File: src/hw/rtl/totp_pkg.sv
// Package: shared types, constants and helper functions for the TOTP/HOTP engine.
package totp_pkg;

    localparam int KEY_WORDS = 8;
    localparam int KW_BITS   = (KEY_WORDS > 1) ? $clog2(KEY_WORDS) : 1;

    typedef enum logic [1:0] {
        OP_LOAD   = 2'd0,
        OP_HOTP   = 2'd1,
        OP_TOTP   = 2'd2,
        OP_VERIFY = 2'd3
    } op_t;

    typedef enum logic [1:0] {
        REG_STEP   = 2'd0,
        REG_DIGITS = 2'd1,
        REG_WINDOW = 2'd2,
        REG_KEYLEN = 2'd3
    } reg_idx_t;

    typedef struct packed {
        logic [1:0]  op;
        logic [2:0]  key_word_index;
        logic [63:0] key_word;
        logic [63:0] counter_value;
        logic signed [63:0] unix_time;
        logic [29:0] offered_code;
        logic [3:0]  offered_length;
    } in_item_t;

    typedef struct packed {
        logic [29:0] code_out;
        logic        match_found;
        logic [63:0] hit_counter;
    } out_item_t;

    // controller -> datapath commands
    typedef struct packed {
        logic load_in;      // capture item
        logic div_start;    // start time division
        logic set_base;     // candidate <= item counter, or quotient (less window for verify)
        logic next_cand;    // advance candidate
        logic hmac_start;   // start HMAC of current counter
        logic mod_start;    // start modulo reduction
        logic clear_out;    // zero result fields
        logic set_code;     // put code into result
        logic set_match;    // record match
    } dp_cmd_t;

    // datapath -> controller status
    typedef struct packed {
        logic div_done;
        logic hmac_done;
        logic mod_done;
        logic len_ok;
        logic cand_neg;
        logic cand_last;
        logic code_eq;
    } dp_stat_t;

    localparam logic [31:0] SHA_H0 = 32'h67452301;
    localparam logic [31:0] SHA_H1 = 32'hEFCDAB89;
    localparam logic [31:0] SHA_H2 = 32'h98BADCFE;
    localparam logic [31:0] SHA_H3 = 32'h10325476;
    localparam logic [31:0] SHA_H4 = 32'hC3D2E1F0;

    function automatic logic [31:0] pow10(input logic [3:0] d);
        logic [31:0] r;
        begin
            case (d)
                4'd1: r = 32'd10;
                4'd2: r = 32'd100;
                4'd3: r = 32'd1000;
                4'd4: r = 32'd10000;
                4'd5: r = 32'd100000;
                4'd6: r = 32'd1000000;
                4'd7: r = 32'd10000000;
                4'd8: r = 32'd100000000;
                default: r = 32'd1000000000;
            endcase
            return r;
        end
    endfunction

    function automatic logic [3:0] eff_digits(input logic [3:0] d);
        logic [3:0] r;
        begin
            if (d == 4'd0) r = 4'd1;
            else if (d > 4'd9) r = 4'd9;
            else r = d;
            return r;
        end
    endfunction

endpackage

File: src/hw/rtl/totp_sha1_core.sv
// SHA-1 compression unit: one round per cycle with a 16-word schedule window.
module totp_sha1_core (
    input  logic         clk,
    input  logic         rst_n,
    input  logic         start,
    input  logic [159:0] h_in,
    input  logic [511:0] block,
    output logic         done,
    output logic [159:0] h_out
);
    import totp_pkg::*;

    logic [31:0]  w_reg   [16];
    logic [31:0]  w_next  [16];
    logic [31:0]  a_reg, b_reg, c_reg, d_reg, e_reg;
    logic [159:0] hs_reg;
    logic [6:0]   rnd_reg;
    logic         run_reg;
    logic         done_reg;
    logic [31:0]  f, k, t, wn;

    always_comb
    begin
        if (rnd_reg < 7'd20)
        begin
            f = (b_reg & c_reg) | (~b_reg & d_reg);
            k = 32'h5A827999;
        end
        else if (rnd_reg < 7'd40)
        begin
            f = b_reg ^ c_reg ^ d_reg;
            k = 32'h6ED9EBA1;
        end
        else if (rnd_reg < 7'd60)
        begin
            f = (b_reg & c_reg) | (b_reg & d_reg) | (c_reg & d_reg);
            k = 32'h8F1BBCDC;
        end
        else
        begin
            f = b_reg ^ c_reg ^ d_reg;
            k = 32'hCA62C1D6;
        end
        t  = {a_reg[26:0], a_reg[31:27]} + f + e_reg + k + w_reg[0];
        wn = w_reg[13] ^ w_reg[8] ^ w_reg[2] ^ w_reg[0];
        for (int i = 0; i < 15; i++)
        begin
            w_next[i] = w_reg[i + 1];
        end
        w_next[15] = {wn[30:0], wn[31]};
    end

    always_ff @(posedge clk or negedge rst_n)
    begin
        if (!rst_n)
        begin
            run_reg  <= 1'b0;
            done_reg <= 1'b0;
            rnd_reg  <= '0;
        end
        else
        begin
            done_reg <= 1'b0;
            if (start)
            begin
                run_reg <= 1'b1;
                rnd_reg <= '0;
            end
            else if (run_reg)
            begin
                rnd_reg <= rnd_reg + 7'd1;
                if (rnd_reg == 7'd79)
                begin
                    run_reg  <= 1'b0;
                    done_reg <= 1'b1;
                end
            end
        end
    end

    always_ff @(posedge clk)
    begin
        if (start)
        begin
            for (int i = 0; i < 16; i++)
            begin
                w_reg[i] <= block[511 - 32 * i -: 32];
            end
            hs_reg <= h_in;
            a_reg  <= h_in[159:128];
            b_reg  <= h_in[127:96];
            c_reg  <= h_in[95:64];
            d_reg  <= h_in[63:32];
            e_reg  <= h_in[31:0];
        end
        else if (run_reg)
        begin
            w_reg <= w_next;
            e_reg <= d_reg;
            d_reg <= c_reg;
            c_reg <= {b_reg[1:0], b_reg[31:2]};
            b_reg <= a_reg;
            a_reg <= t;
        end
    end

    assign done  = done_reg;
    assign h_out = {hs_reg[159:128] + a_reg, hs_reg[127:96] + b_reg,
                    hs_reg[95:64] + c_reg, hs_reg[63:32] + d_reg, hs_reg[31:0] + e_reg};

`ifndef SYNTH
    a_done_run: assert property (@(posedge clk) disable iff (!rst_n)
        done_reg |-> !run_reg) else $error("done while running");
    a_rnd_bound: assert property (@(posedge clk) disable iff (!rst_n)
        run_reg |-> rnd_reg < 7'd80) else $error("round overrun");
    a_done_pulse: assert property (@(posedge clk) disable iff (!rst_n)
        done_reg |=> !done_reg) else $error("done not a pulse");
`endif
endmodule

File: src/hw/rtl/totp_hmac.sv
// HMAC-SHA1 over an 8-byte counter: four compressions through one SHA-1 core.
module totp_hmac (
    input  logic         clk,
    input  logic         rst_n,
    input  logic         start,
    input  logic [511:0] key_blk,
    input  logic [63:0]  counter,
    output logic         done,
    output logic [159:0] mac
);
    import totp_pkg::*;

    logic [1:0]   ph_reg;
    logic         run_reg;
    logic         done_reg;
    logic [159:0] hcur_reg;
    logic [159:0] inner_reg;
    logic         c_start;
    logic [159:0] c_hin;
    logic [511:0] c_blk;
    logic         c_done;
    logic [159:0] c_hout;
    logic [511:0] ipad, opad;

    assign ipad = key_blk ^ {64{8'h36}};
    assign opad = key_blk ^ {64{8'h5C}};

    always_comb
    begin
        case (ph_reg)
            2'd0:    c_blk = ipad;
            2'd1:    c_blk = {counter, 8'h80, 376'd0, 64'd576};
            2'd2:    c_blk = opad;
            default: c_blk = {inner_reg, 8'h80, 280'd0, 64'd672};
        endcase
        c_hin = (ph_reg == 2'd0 || ph_reg == 2'd2) ?
                {SHA_H0, SHA_H1, SHA_H2, SHA_H3, SHA_H4} : hcur_reg;
    end

    always_ff @(posedge clk or negedge rst_n)
    begin
        if (!rst_n)
        begin
            ph_reg   <= '0;
            run_reg  <= 1'b0;
            done_reg <= 1'b0;
            c_start  <= 1'b0;
        end
        else
        begin
            done_reg <= 1'b0;
            c_start  <= 1'b0;
            if (start)
            begin
                ph_reg  <= 2'd0;
                run_reg <= 1'b1;
                c_start <= 1'b1;
            end
            else if (run_reg && c_done)
            begin
                ph_reg <= ph_reg + 2'd1;
                if (ph_reg == 2'd3)
                begin
                    run_reg  <= 1'b0;
                    done_reg <= 1'b1;
                end
                else
                begin
                    c_start <= 1'b1;
                end
            end
        end
    end

    always_ff @(posedge clk)
    begin
        if (c_done)
        begin
            hcur_reg <= c_hout;
            if (ph_reg == 2'd1)
            begin
                inner_reg <= c_hout;
            end
        end
    end

    totp_sha1_core u_core (
        .clk   (clk),
        .rst_n (rst_n),
        .start (c_start),
        .h_in  (c_hin),
        .block (c_blk),
        .done  (c_done),
        .h_out (c_hout)
    );

    assign done = done_reg;
    assign mac  = hcur_reg;
endmodule

File: src/hw/rtl/totp_datapath.sv
// Datapath: registers, key store, time divider, HMAC unit and modulo unit.
module totp_datapath (
    input  logic               clk,
    input  logic               rst_n,
    input  totp_pkg::in_item_t item_in,
    input  logic               cfg_we,
    input  logic [1:0]         cfg_index,
    input  logic [30:0]        cfg_data,
    input  totp_pkg::dp_cmd_t  cmd,
    output totp_pkg::dp_stat_t stat,
    output totp_pkg::out_item_t result
);
    import totp_pkg::*;

    logic [30:0]  step_reg;
    logic [3:0]   digits_reg;
    logic [3:0]   window_reg;
    logic [6:0]   keylen_reg;
    logic [63:0]  key_reg [KEY_WORDS];
    in_item_t     it_reg;
    out_item_t    res_reg;

    // divider
    logic [63:0]  dq_reg, drem_reg;
    logic [6:0]   dcnt_reg;
    logic         drun_reg, ddone_reg, dneg_reg;
    logic [64:0]  dtrial;
    logic [63:0]  base;

    // candidates
    logic [63:0]  cand_reg;
    logic [4:0]   dleft_reg;

    // hmac
    logic [511:0] key_blk;
    logic         h_done;
    logic [159:0] mac;

    // modulo: restoring, 31-bit value by 30-bit modulus
    logic [30:0]  mval_reg;
    logic [30:0]  mrem_reg;
    logic [4:0]   mcnt_reg;
    logic         mrun_reg, mdone_reg;
    logic [31:0]  mtrial;
    logic [31:0]  modv;
    logic [3:0]   off;
    logic [30:0]  trunc;
    logic [159:0] macsh;

    always_ff @(posedge clk or negedge rst_n)
    begin
        if (!rst_n)
        begin
            step_reg   <= 31'd30;
            digits_reg <= 4'd6;
            window_reg <= 4'd1;
            keylen_reg <= 7'd20;
            for (int i = 0; i < KEY_WORDS; i++)
            begin
                key_reg[i] <= '0;
            end
        end
        else
        begin
            if (cfg_we)
            begin
                case (reg_idx_t'(cfg_index))
                    REG_STEP:   step_reg   <= cfg_data;
                    REG_DIGITS: digits_reg <= cfg_data[3:0];
                    REG_WINDOW: window_reg <= cfg_data[3:0];
                    REG_KEYLEN: keylen_reg <= cfg_data[6:0];
                    default:    ;
                endcase
            end
            if (cmd.load_in && op_t'(item_in.op) == OP_LOAD &&
                {1'b0, item_in.key_word_index} < 4'(KEY_WORDS))
            begin
                key_reg[item_in.key_word_index[KW_BITS-1:0]] <= item_in.key_word;
            end
        end
    end

    always_comb
    begin
        for (int i = 0; i < 64; i++)
        begin
            if (i < KEY_WORDS * 8 && (7'(i) < keylen_reg || keylen_reg > 7'd64))
                key_blk[511 - 8 * i -: 8] = key_reg[i / 8][63 - 8 * (i % 8) -: 8];
            else
                key_blk[511 - 8 * i -: 8] = 8'h00;
        end
    end

    // time divider: |t| / step, one quotient bit per cycle
    assign dtrial = {drem_reg, dq_reg[63]} - {34'd0, (step_reg == 31'd0) ? 31'd1 : step_reg};
    assign base   = dneg_reg ? (~dq_reg + 64'd1) : dq_reg;

    always_ff @(posedge clk or negedge rst_n)
    begin
        if (!rst_n)
        begin
            drun_reg  <= 1'b0;
            ddone_reg <= 1'b0;
            dcnt_reg  <= '0;
        end
        else
        begin
            ddone_reg <= 1'b0;
            if (cmd.div_start)
            begin
                drun_reg <= 1'b1;
                dcnt_reg <= '0;
            end
            else if (drun_reg)
            begin
                dcnt_reg <= dcnt_reg + 7'd1;
                if (dcnt_reg == 7'd63)
                begin
                    drun_reg  <= 1'b0;
                    ddone_reg <= 1'b1;
                end
            end
        end
    end

    always_ff @(posedge clk)
    begin
        if (cmd.div_start)
        begin
            dneg_reg <= it_reg.unix_time[63];
            dq_reg   <= it_reg.unix_time[63] ? (~it_reg.unix_time + 64'd1) : it_reg.unix_time;
            drem_reg <= '0;
        end
        else if (drun_reg)
        begin
            if (!dtrial[64])
            begin
                drem_reg <= dtrial[63:0];
                dq_reg   <= {dq_reg[62:0], 1'b1};
            end
            else
            begin
                drem_reg <= {drem_reg[62:0], dq_reg[63]};
                dq_reg   <= {dq_reg[62:0], 1'b0};
            end
        end
    end

    // candidate counter
    always_ff @(posedge clk)
    begin
        if (cmd.set_base)
        begin
            case (op_t'(it_reg.op))
                OP_HOTP:   cand_reg <= it_reg.counter_value;
                OP_TOTP:   cand_reg <= base;
                default:   cand_reg <= base - {60'd0, window_reg};
            endcase
            dleft_reg <= {window_reg, 1'b0};
        end
        else if (cmd.next_cand)
        begin
            cand_reg  <= cand_reg + 64'd1;
            dleft_reg <= dleft_reg - 5'd1;
        end
    end

    totp_hmac u_hmac (
        .clk     (clk),
        .rst_n   (rst_n),
        .start   (cmd.hmac_start),
        .key_blk (key_blk),
        .counter (cand_reg),
        .done    (h_done),
        .mac     (mac)
    );

    assign off   = mac[3:0];
    assign macsh = mac << (8 * off);
    assign trunc = macsh[158:128];
    assign modv  = pow10(eff_digits(digits_reg));
    assign mtrial = {mrem_reg, mval_reg[30]} - modv;

    always_ff @(posedge clk or negedge rst_n)
    begin
        if (!rst_n)
        begin
            mrun_reg  <= 1'b0;
            mdone_reg <= 1'b0;
            mcnt_reg  <= '0;
        end
        else
        begin
            mdone_reg <= 1'b0;
            if (cmd.mod_start)
            begin
                mrun_reg <= 1'b1;
                mcnt_reg <= '0;
            end
            else if (mrun_reg)
            begin
                mcnt_reg <= mcnt_reg + 5'd1;
                if (mcnt_reg == 5'd30)
                begin
                    mrun_reg  <= 1'b0;
                    mdone_reg <= 1'b1;
                end
            end
        end
    end

    always_ff @(posedge clk)
    begin
        if (cmd.mod_start)
        begin
            mval_reg <= trunc;
            mrem_reg <= '0;
        end
        else if (mrun_reg)
        begin
            mval_reg <= {mval_reg[29:0], 1'b0};
            if (!mtrial[31])
                mrem_reg <= mtrial[30:0];
            else
                mrem_reg <= {mrem_reg[29:0], mval_reg[30]};
        end
    end

    always_ff @(posedge clk)
    begin
        if (cmd.load_in)
        begin
            it_reg <= item_in;
        end
        if (cmd.clear_out)
        begin
            res_reg <= '0;
        end
        else if (cmd.set_code)
        begin
            res_reg.code_out <= mrem_reg[29:0];
        end
        else if (cmd.set_match)
        begin
            res_reg.match_found <= 1'b1;
            res_reg.hit_counter <= cand_reg;
        end
    end

    assign stat.div_done  = ddone_reg;
    assign stat.hmac_done = h_done;
    assign stat.mod_done  = mdone_reg;
    assign stat.len_ok    = it_reg.offered_length == eff_digits(digits_reg);
    assign stat.cand_neg  = cand_reg[63];
    assign stat.cand_last = dleft_reg == 5'd0;
    assign stat.code_eq   = mrem_reg == {1'b0, it_reg.offered_code};
    assign result         = res_reg;
endmodule

File: src/hw/rtl/totp_ctrl.sv
// Controller: sequences division, HMAC, modulo and the verify window.
module totp_ctrl (
    input  logic               clk,
    input  logic               rst_n,
    input  logic               start,
    input  logic [1:0]         op,
    input  totp_pkg::dp_stat_t stat,
    output totp_pkg::dp_cmd_t  cmd,
    output logic               busy,
    output logic               done
);
    import totp_pkg::*;

    typedef enum logic [3:0] {
        S_IDLE, S_DISPATCH, S_DIV, S_BASE, S_CHECK, S_HMAC, S_MODS, S_MOD, S_EVAL, S_DONE
    } state_t;

    state_t    state_reg, state_next;
    dp_cmd_t   cmd_next;
    logic      busy_reg, busy_next;
    logic      done_reg, done_next;
    logic [1:0] op_reg;

    always_comb
    begin
        state_next = state_reg;
        cmd_next   = '0;
        busy_next  = busy_reg;
        done_next  = 1'b0;
        case (state_reg)
            S_IDLE:
            begin
                if (start)
                begin
                    cmd_next.load_in   = 1'b1;
                    cmd_next.clear_out = 1'b1;
                    busy_next          = 1'b1;
                    state_next         = S_DISPATCH;
                end
            end
            S_DISPATCH:
            begin
                case (op_t'(op_reg))
                    OP_LOAD:   state_next = S_DONE;
                    OP_HOTP:
                    begin
                        cmd_next.set_base = 1'b1;
                        state_next        = S_CHECK;
                    end
                    OP_TOTP:
                    begin
                        cmd_next.div_start = 1'b1;
                        state_next         = S_DIV;
                    end
                    default:
                    begin
                        if (stat.len_ok)
                        begin
                            cmd_next.div_start = 1'b1;
                            state_next         = S_DIV;
                        end
                        else
                        begin
                            state_next = S_DONE;
                        end
                    end
                endcase
            end
            S_DIV:
            begin
                if (stat.div_done)
                begin
                    state_next = S_BASE;
                end
            end
            S_BASE:
            begin
                cmd_next.set_base = 1'b1;
                state_next        = S_CHECK;
            end
            S_CHECK:
            begin
                if (op_t'(op_reg) == OP_VERIFY && stat.cand_neg)
                begin
                    if (stat.cand_last)
                        state_next = S_DONE;
                    else
                        cmd_next.next_cand = 1'b1;
                end
                else
                begin
                    cmd_next.hmac_start = 1'b1;
                    state_next          = S_HMAC;
                end
            end
            S_HMAC:
            begin
                if (stat.hmac_done)
                begin
                    state_next = S_MODS;
                end
            end
            S_MODS:
            begin
                cmd_next.mod_start = 1'b1;
                state_next         = S_MOD;
            end
            S_MOD:
            begin
                if (stat.mod_done)
                begin
                    state_next = S_EVAL;
                end
            end
            S_EVAL:
            begin
                if (op_t'(op_reg) != OP_VERIFY)
                begin
                    cmd_next.set_code = 1'b1;
                    state_next        = S_DONE;
                end
                else if (stat.code_eq)
                begin
                    cmd_next.set_match = 1'b1;
                    state_next         = S_DONE;
                end
                else if (stat.cand_last)
                begin
                    state_next = S_DONE;
                end
                else
                begin
                    cmd_next.next_cand = 1'b1;
                    state_next         = S_CHECK;
                end
            end
            S_DONE:
            begin
                done_next  = 1'b1;
                busy_next  = 1'b0;
                state_next = S_IDLE;
            end
            default: state_next = S_IDLE;
        endcase
    end

    always_ff @(posedge clk or negedge rst_n)
    begin
        if (!rst_n)
        begin
            state_reg <= S_IDLE;
            busy_reg  <= 1'b0;
            done_reg  <= 1'b0;
            op_reg    <= '0;
        end
        else
        begin
            state_reg <= state_next;
            busy_reg  <= busy_next;
            done_reg  <= done_next;
            if (state_reg == S_IDLE && start)
            begin
                op_reg <= op;
            end
        end
    end

    assign cmd  = cmd_next;
    assign busy = busy_reg;
    assign done = done_reg;

`ifndef SYNTH
    a_idle_free: assert property (@(posedge clk) disable iff (!rst_n)
        (state_reg == S_IDLE) |-> !busy_reg) else $error("busy in idle");
    a_done_idle: assert property (@(posedge clk) disable iff (!rst_n)
        done_reg |-> (state_reg == S_IDLE)) else $error("done outside idle");
    a_start_busy: assert property (@(posedge clk) disable iff (!rst_n)
        (start && !busy_reg) |=> busy_reg) else $error("start not taken");
`endif
endmodule

File: src/hw/rtl/totp_hotp_code_engine_unit.sv
// Top level: TOTP/HOTP code engine with HMAC-SHA1 and verify window.
//
// Usage: drive the input item on item_in and pulse start while busy is low;
// the item is taken at that edge and busy rises for the item's duration.
// One result per item appears on result, with done high for one cycle; the
// receiver cannot stall, so it must capture the result on that edge.
// Configuration: cfg_we with cfg_index (0 step, 1 digits, 2 window, 3 key
// length) and cfg_data, applied at the edge; the user must write only while idle.
// The block itself has no guard for this.
// Flow: HOTP runs the HMAC (four 80-round compressions on one SHA-1 core)
// and then the decimal reduction; TOTP and verify run the time division first.
// Verify repeats the code run for up to 2*window+1 counters, stopping at a
// match; a key load or a length mismatch skips the division and the HMAC.
// One item is processed at a time: start is taken only in the idle state.
// Reset clears the key store to zeros and loads register defaults
// (step 30, 6 digits, window 1, key length 20).
module totp_hotp_code_engine_unit (
    input  logic                clk,
    input  logic                rst_n,
    input  logic                start,
    output logic                busy,
    input  totp_pkg::in_item_t  item_in,
    output logic                done,
    output totp_pkg::out_item_t result,
    input  logic                cfg_we,
    input  logic [1:0]          cfg_index,
    input  logic [30:0]         cfg_data
);
    import totp_pkg::*;

    dp_cmd_t  cmd;
    dp_stat_t stat;

    totp_ctrl u_ctrl (
        .clk   (clk),
        .rst_n (rst_n),
        .start (start),
        .op    (item_in.op),
        .stat  (stat),
        .cmd   (cmd),
        .busy  (busy),
        .done  (done)
    );

    totp_datapath u_dp (
        .clk       (clk),
        .rst_n     (rst_n),
        .item_in   (item_in),
        .cfg_we    (cfg_we),
        .cfg_index (cfg_index),
        .cfg_data  (cfg_data),
        .cmd       (cmd),
        .stat      (stat),
        .result    (result)
    );
endmodule

File: config.mk
export PLATFORM = sky130hd
export DESIGN_NAME = totp_hotp_code_engine_unit
export DESIGN_NICKNAME = d
export VERILOG_FILES = /design/src/hw/rtl/totp_pkg.sv /design/src/hw/rtl/totp_sha1_core.sv /design/src/hw/rtl/totp_hmac.sv /design/src/hw/rtl/totp_datapath.sv /design/src/hw/rtl/totp_ctrl.sv /design/src/hw/rtl/totp_hotp_code_engine_unit.sv
export SDC_FILE = /design/constraint.sdc
export NUM_CORES = 2
export LEC_CHECK = 0
export BUFFER_PORTS_ARGS = -buffer_cell sky130_fd_sc_hd__buf_2
export CORE_MARGIN = 1.5
export CORE_UTILIZATION = 45
export DETAILED_ROUTE_END_ITERATION = 8
export PLACE_DENSITY = 0.62
export SLEW_MARGIN = 10
export SYNTH_ARGS = -nofsm -noshare
export SYNTH_HDL_FRONTEND = slang
export SYNTH_SLANG_ARGS = --single-unit
File: constraint.sdc
create_clock -name clk -period 59.3 [get_ports clk]
set_input_delay 5.93 -clock clk [delete_from_list [all_inputs] [get_ports clk]]
set_output_delay 5.93 -clock clk [all_outputs]
set_load 0.01 [all_outputs]
---- After elaboration in Yosys (flattened, before gate mapping) ----
Memory sizes are Yosys's and may differ from the RTL's.
Cells that the tools add are included.
storage, ports and cells
  input bits .............................. 268
  memory bits (read-only) ................. 464
  register bits after elaboration ......... 2267
  output and inout bits ................... 97
  word-level logic and storage cells ...... 480
  memories kept ........................... 1
memories
  name              depth  width  read ports  clocked after memory_dff  wr ports  RTL line        text
  (name not given)  16     29     1           0                         0         totp_pkg.sv:70  case (d)
operators by class
  mux-type cells .......................... 173
  order comparisons ....................... 71
  reductions and logical operators ........ 95
  bitwise gates (word level) .............. 19
  eq/ne operators ......................... 31
  add/subtract/negate cells ............... 20
  shift-type cells ........................ 1
operators with widths
  kind                     count
  $pmux W512 S3            1
  $mux W512                2
  $bwmux W512              1
  $mux W64                 8
  $mux W8                  64
  $not A256 Y256           2
  $mux W32                 15
  $add A32 B32 Y32         9
  $lt A6 B7 Y1 const A     32
  $add A64 B1 Y64 const B  3
  $demux W64 S3            1
  $mux W160                1
  $shl A160 B7 Y159        1
  $xor A32 B32 Y32         5
  $mux W31                 5
  $and A32 B32 Y32         4
  $not A64 Y64             2
  $pmux W64 S2             1
  $lt A5 B7 Y1 const A     16
  $or A32 B32 Y32          3
  $logic_or A1 B1 Y1       65
  $sub A65 B31 Y65         1
  $sub A64 B4 Y64          1
  $lt A4 B7 Y1 const A     8
  48 further kinds         159

---- Longest topological paths before layout ----
  word-level depth ........................ 12
  mapped depth ............................ 28
  depth with buffers taken out ............ 26

---- By module ----
A second synthesis with hierarchy kept.
second synthesis, totals
  cells, all modules ...................... 10624
  area, all modules ....................... 123906.3 µm²
modules (own cells, without submodules)
  module          instances  area an instance (µm²)  cells each
  totp_datapath   1          58514.9                 5494
  totp_sha1_core  1          47241.6                 3567
  totp_hmac       1          17531.8                 1498
  totp_ctrl       1          618.1                   65

---- Least setup slack after synthesis ----
OpenSTA, ideal clock, no wires.
  path type ............................... register to register
  start point ............................. reg u_dp.u_hmac.c_start
  end point ............................... reg u_dp.u_hmac.u_core.a_reg[0], enable pin
  cell stages (with the launch flop) ...... 6
  data required time ...................... 58.284 ns
  setup slack ............................. 40.700 ns
  arrival time ............................ 17.584 ns
  library setup time ...................... 1.016 ns
  path through ............................ dfrtp_1 -> clkbuf_1 -> clkbuf_1 -> buf_1 -> nor2_1 -> inv_1
between the ends
  cells in the longest elaborated chain, start to end .. 1
ends and longest elaborated chain
  element                       RTL line               text
  from (decl)                   totp_hmac.sv:18        logic c_start;
  from (signal assigned)        totp_hmac.sv:47        c_start <= 1'b0;
  from (signal assigned)        totp_hmac.sv:52        c_start <= 1'b0;
  from (signal assigned)        totp_hmac.sv:57        c_start <= 1'b1;
  $reduce_bool A2 Y1 (no line)  n/a
  to (signal assigned)          totp_sha1_core.sv:90   a_reg <= h_in[159:128];
  to (signal assigned)          totp_sha1_core.sv:103  a_reg <= t;
  to (decl)                     totp_sha1_core.sv:15   logic [31:0] a_reg, b_reg, c_reg, d_reg, e_reg;
Every way passes these cells.
A chain may end at the register's enable or synchronous reset.

---- Final worst setup path ----
  start point ............................. reg u_dp.u_hmac.u_core.rnd_reg[4]
  end point ............................... reg u_dp.u_hmac.u_core.a_reg[29] (data pin)
between the ends
  cells in the longest elaborated chain, start to end .. 10
  elaborated cells on any way between the ends .. 15
  those cells by class .................... add/sub: 4; order compare: 3; mux: 8
ends and longest elaborated chain
  element                             RTL line              text
  from (decl)                         totp_sha1_core.sv:17  logic [6:0] rnd_reg;
  from (signal assigned)              totp_sha1_core.sv:71  rnd_reg <= rnd_reg + 7'd1;
  $lt A7 B6 Y1                        totp_sha1_core.sv:34  else if (rnd_reg < 7'd60)
  $mux W32                            totp_sha1_core.sv:34
  $mux W32                            totp_sha1_core.sv:29  else if (rnd_reg < 7'd40)
  $mux W32                            totp_sha1_core.sv:24  if (rnd_reg < 7'd20)
  $add A32 B32 Y32 (2 in series)      totp_sha1_core.sv:44  t = {a_reg[26:0], a_reg[31:27]} + f + e_reg + k + w_reg[0];
  $add A32 B32 Y32 (*) (2 in series)  totp_sha1_core.sv:44
  $mux W32 (*)                        totp_sha1_core.sv:96  else if (run_reg)
  $mux W32 (*)                        totp_sha1_core.sv:83  if (start)
Every way passes the cells marked *; elsewhere a longest branch is shown, timed or not. The select of a mux whose other input is x is not followed.

==> summary.txt <==
Status
  • Status: complete, no violations

STA
  • Max Fclk: 0.117 GHz
  • Period minus WS final: 8.52 ns
  • Post-route clock period utilization: 0.144
  • Worst-Margin Slew: 1.23 ns
  • Final setup vio count: 0
  • Slew Viols, Final: 0
  • Fin. Hold Viols: 0
  • RSZ-0062 raised after global routing: no
  • Setup Skew: 0.133 ns
  • Hold Slack: 0.451 ns
  • Slew HR: 0.182
  • Setup TNS: 0 ns

Synth
  • Post-synthesis compound-gate area fraction: 0.113
  • Adder-cell share of the synthesized area: 0.0530
  • Synth top area cells: edfxtp_1 37%, dfrtp_1 12%, mux2_2 7.7%, nand2_1 3.3%, mux2i_1 3.3%
  • Mapped cell area: 120000 µm²
  • Multiplexer share of the synthesized area: 0.124
  • YS warnings: 0
  • Dominant synthesized flop cell: edfxtp_1
  • Area leader, netlist: edfxtp_1
  • XOR/XNOR Fraction of Synth Area: 0.0471
  • Syn nets: 11190
  • Count of different cell masters after synthesis: 97
  • Main combinational cell family by area after synthesis: multiplexers
  • Yosys top cell area share: 0.371
  • Gate Count Post-Synth: 10491
  • Post-synthesis simple-gate area fraction: 0.0991
  • Syn_area_per_cell: 11.4 µm²
  • Ys async rst share: 0.263
  • Post-synthesis register bit count: 2267
  • Post-synth EDFFs: 1480
  • Register area share after synthesis: 0.528

Route
  • Vias: 87104
  • Pre-antenna DRT Iters: 6
  • DR DRC count: 0
  • Iteration-0 DRC Markers: 11029
  • WL per Instance: 28.1 µm
  • Final ANT Viol Nets: 0
  • Drt via density: 6.06
  • Routed WL: 404000 µm

Clock tree
  • Number of CTS-inserted buffers: 248
  • Root buffer cell: clkbuf_16
  • Deepest clock path buffer count: 4
  • Clock-pin slew on the worst setup and hold paths: 0.06 ns
  • CTS H-tree lvls: 4
  • Clock sinks: 2267
  • Cts repair resizes: 0
  • CTS tree: yes
  • Hold-fix buffers, CTS: 0
  • Worst-Skew Late Latency: 0.97 ns
  • Post-CTS Setup Bufs: 0

Placed design
  • Dpl cell area: 125000 µm²
  • I/O Buffers: 364
  • Routability congestion estimate: 0.973
  • Placed Cells: 13907
  • Detailed placer's ending HPWL: 288000 µm

Setup path
  • CP endpoint kind: flip-flop
  • CP Launch Type: flip-flop
  • Critical-path maximum fanout: 35
  • Critical Path RT: 60.01 ns
  • Crit path kind: flip-flop to flip-flop
  • Worst r2r dst: u_dp.u_hmac.u_core.a_reg[29]$_DFFE_PP_
  • Register-to-Register Setup Slack: 50.78 ns
  • CP Data Arrival Time: 9.22 ns
  • Reg2reg start: u_dp.u_hmac.u_core.rnd_reg[4]$_DFFE_PN0P_
  • Worst-case reg-to-reg path depth: 28
  • Crit-path max cell delay: 0.69 ns
  • Slowest-stage cell, CP: a211oi_1

Global route
  • Remaining global-route overflow: 0
  • Tot GR Track Use: 0.291
  • Largest net degree at the start of global routing: 177
  • First-pass GRT wire length: 578000 µm
  • Number of antenna violations at the first check in global routing: 33
  • Vias in the first global route: 82389

Floorplanning
  • Initial Util: 0.452
  • Die Height: 519 µm
  • Row count: 189
  • Die area: 269000 µm²
  • Num ports: 365
  • Core area: 265000 µm²
  • Die X: 519 µm

Power
  • Leakage: 51.9 nW
  • Power density cells: 25.7 nW/µm²
  • Peak VDD IR: 0.0290 mV

Hold path
  • Hold Path Class: flip-flop to flip-flop
  • Worst Min Path Start: u_dp.result[76]$_SDFFE_PP0P_
  • Hold Path Depth: 2
  • Endpoint, Worst Hold: u_dp.result[76]$_SDFFE_PP0P_

Cells and area
  • Share of layout cells above drive strength 1: 0.171
  • Final core utilization: 0.502
  • Fin cells: 14382
  • Finished Cell Area: 133000 µm²
  • Area delta synth->final: 11.1%
  • Fin nets: 11323
  • Flip-flop count of the largest register after layout: 512

Job
  • Max Cap Viol: 0
[layer usage]
layer  up-vias  share of wire  global-route usage
met1     43953           0.43               0.423
met5         -        0.00016                   0
li1      38478              -                   -
met3       613           0.10              0.0610
met4        12          0.045               0.114
met2      4048           0.43               0.423
[critical path: cells and delay by family (launching register included)]
kind / cells / cell delay, ns
compound gates: 7 / 2.35
simple gates: 9 / 2.12
fa+ha+maj: 5 / 1.95
buf+inv: 7 / 1.43
flops: 1 / 0.46
[synthesized netlist by cell type, drive strengths merged (52+ instances only)]
cell type,number
nor2b,66
o22ai,251
xor2,236
a21o,106
and2,108
inv,556
edfxtp,1480
dfrtp,587
ha,304
nand4,72
o21ai,608
or3,152
dfxtp,191
a211oi,66
nor2,520
mux4,75
clkbuf,526
nor3,97
a21oi,625
xnor2,408
nand2,1062
buf,60
a221oi,89
mux2,821
fa,127
nand3,133
and3,86
nand2b,52
mux2i,389
o21a,65
[kinds of logic (layout without fill, tap and decap cells)]
kind of cell / after synthesis / count (layout)
other cells: 0 / 17
fa+ha+maj: 431 / 431
compound gates: 2187 / 2187
xor+xnor: 644 / 644
buf+inv: 1148 / 1489
flops: 2267 / 2267
mux: 1285 / 1285
simple gates: 2529 / 2529
[report_power, final]
part | total [mW] | internal, mW | switching [mW]
sequential | 1.68 | 1.68 | 0.00730
combinational | 0.155 | 0.0421 | 0.113
clock | 1.58 | 0.912 | 0.671
[layout by cell type, fill, tap and decap left out, types with 38 or more instances in the layout]
master,n
and2_1,106
dfrtp_1,583
edfxtp_1,1480
nor2_1,517
nor4_1,45
nor2b_1,66
or3_1,150
dfxtp_1,191
nor3_1,91
clkbuf_16,256
nand3_1,130
buf_2,363
nand2_1,1060
nand4_1,72
mux4_2,75
mux2_2,821
a211oi_1,65
nand2b_1,50
a221oi_1,88
clkinv_2,41
fa_1,127
o21bai_1,38
inv_1,554
a21oi_1,624
xor2_1,236
o31ai_1,46
a21o_1,106
xnor2_1,408
o22ai_1,251
o21ai_0,591
o211ai_1,39
and3_1,86
o21a_1,65
ha_1,299
clkbuf_1,63
buf_4,98
mux2i_1,389
[layout make-up]
class / instances / area [µm²]
inverters: 562 / 2120
flip-flops and latches: 2267 / 63200
diodes: 17 / 42.5
clock buffers: 338 / 6890
fillers: 23399 / 132000
well taps: 3533 / 4420
clock inverters: 120 / 1270
multi-input cells: 7076 / 52300
repair buffers: 469 / 2710
[how the worst max path moves through the flow]
| stage | slack (ns) | to | startpoint | depth (start not counted) |
|---|---|---|---|---|
| final | 50.78 | u_dp.u_hmac.u_core.a_reg[29]$_DFFE_PP_ | u_dp.u_hmac.u_core.rnd_reg[4]$_DFFE_PN0P_ | 28 |
| after global routing | 50.35 | u_dp.u_hmac.u_core.a_reg[31]$_DFFE_PP_ | u_dp.u_hmac.u_core.rnd_reg[4]$_DFFE_PN0P_ | 28 |
| after CTS | 50.82 | u_dp.u_hmac.u_core.a_reg[29]$_DFFE_PP_ | u_dp.u_hmac.u_core.rnd_reg[4]$_DFFE_PN0P_ | 28 |
| after detailed placement | 49.99 | u_dp.it_reg[94]$_DFFE_PP_ | start | 5 |
| after global placement | 50.15 | u_dp.it_reg[89]$_DFFE_PP_ | start | 5 |
| after floorplan | 40.70 | u_dp.u_hmac.u_core.a_reg[0]$_DFFE_PP_ | u_dp.u_hmac.c_start$_DFF_PN0_ | 5 |
[per-stage QoR]
stage / setup WS, ns / total power [mW]
floorplan: 40.70 / 1.79
detailed placement: 49.99 / 1.87
CTS: 50.82 / 3.44
global route: 50.35 / 3.51
finish: 50.78 / 3.42
global placement: 50.15 / 1.87
(Power assumes the default switching activity.)
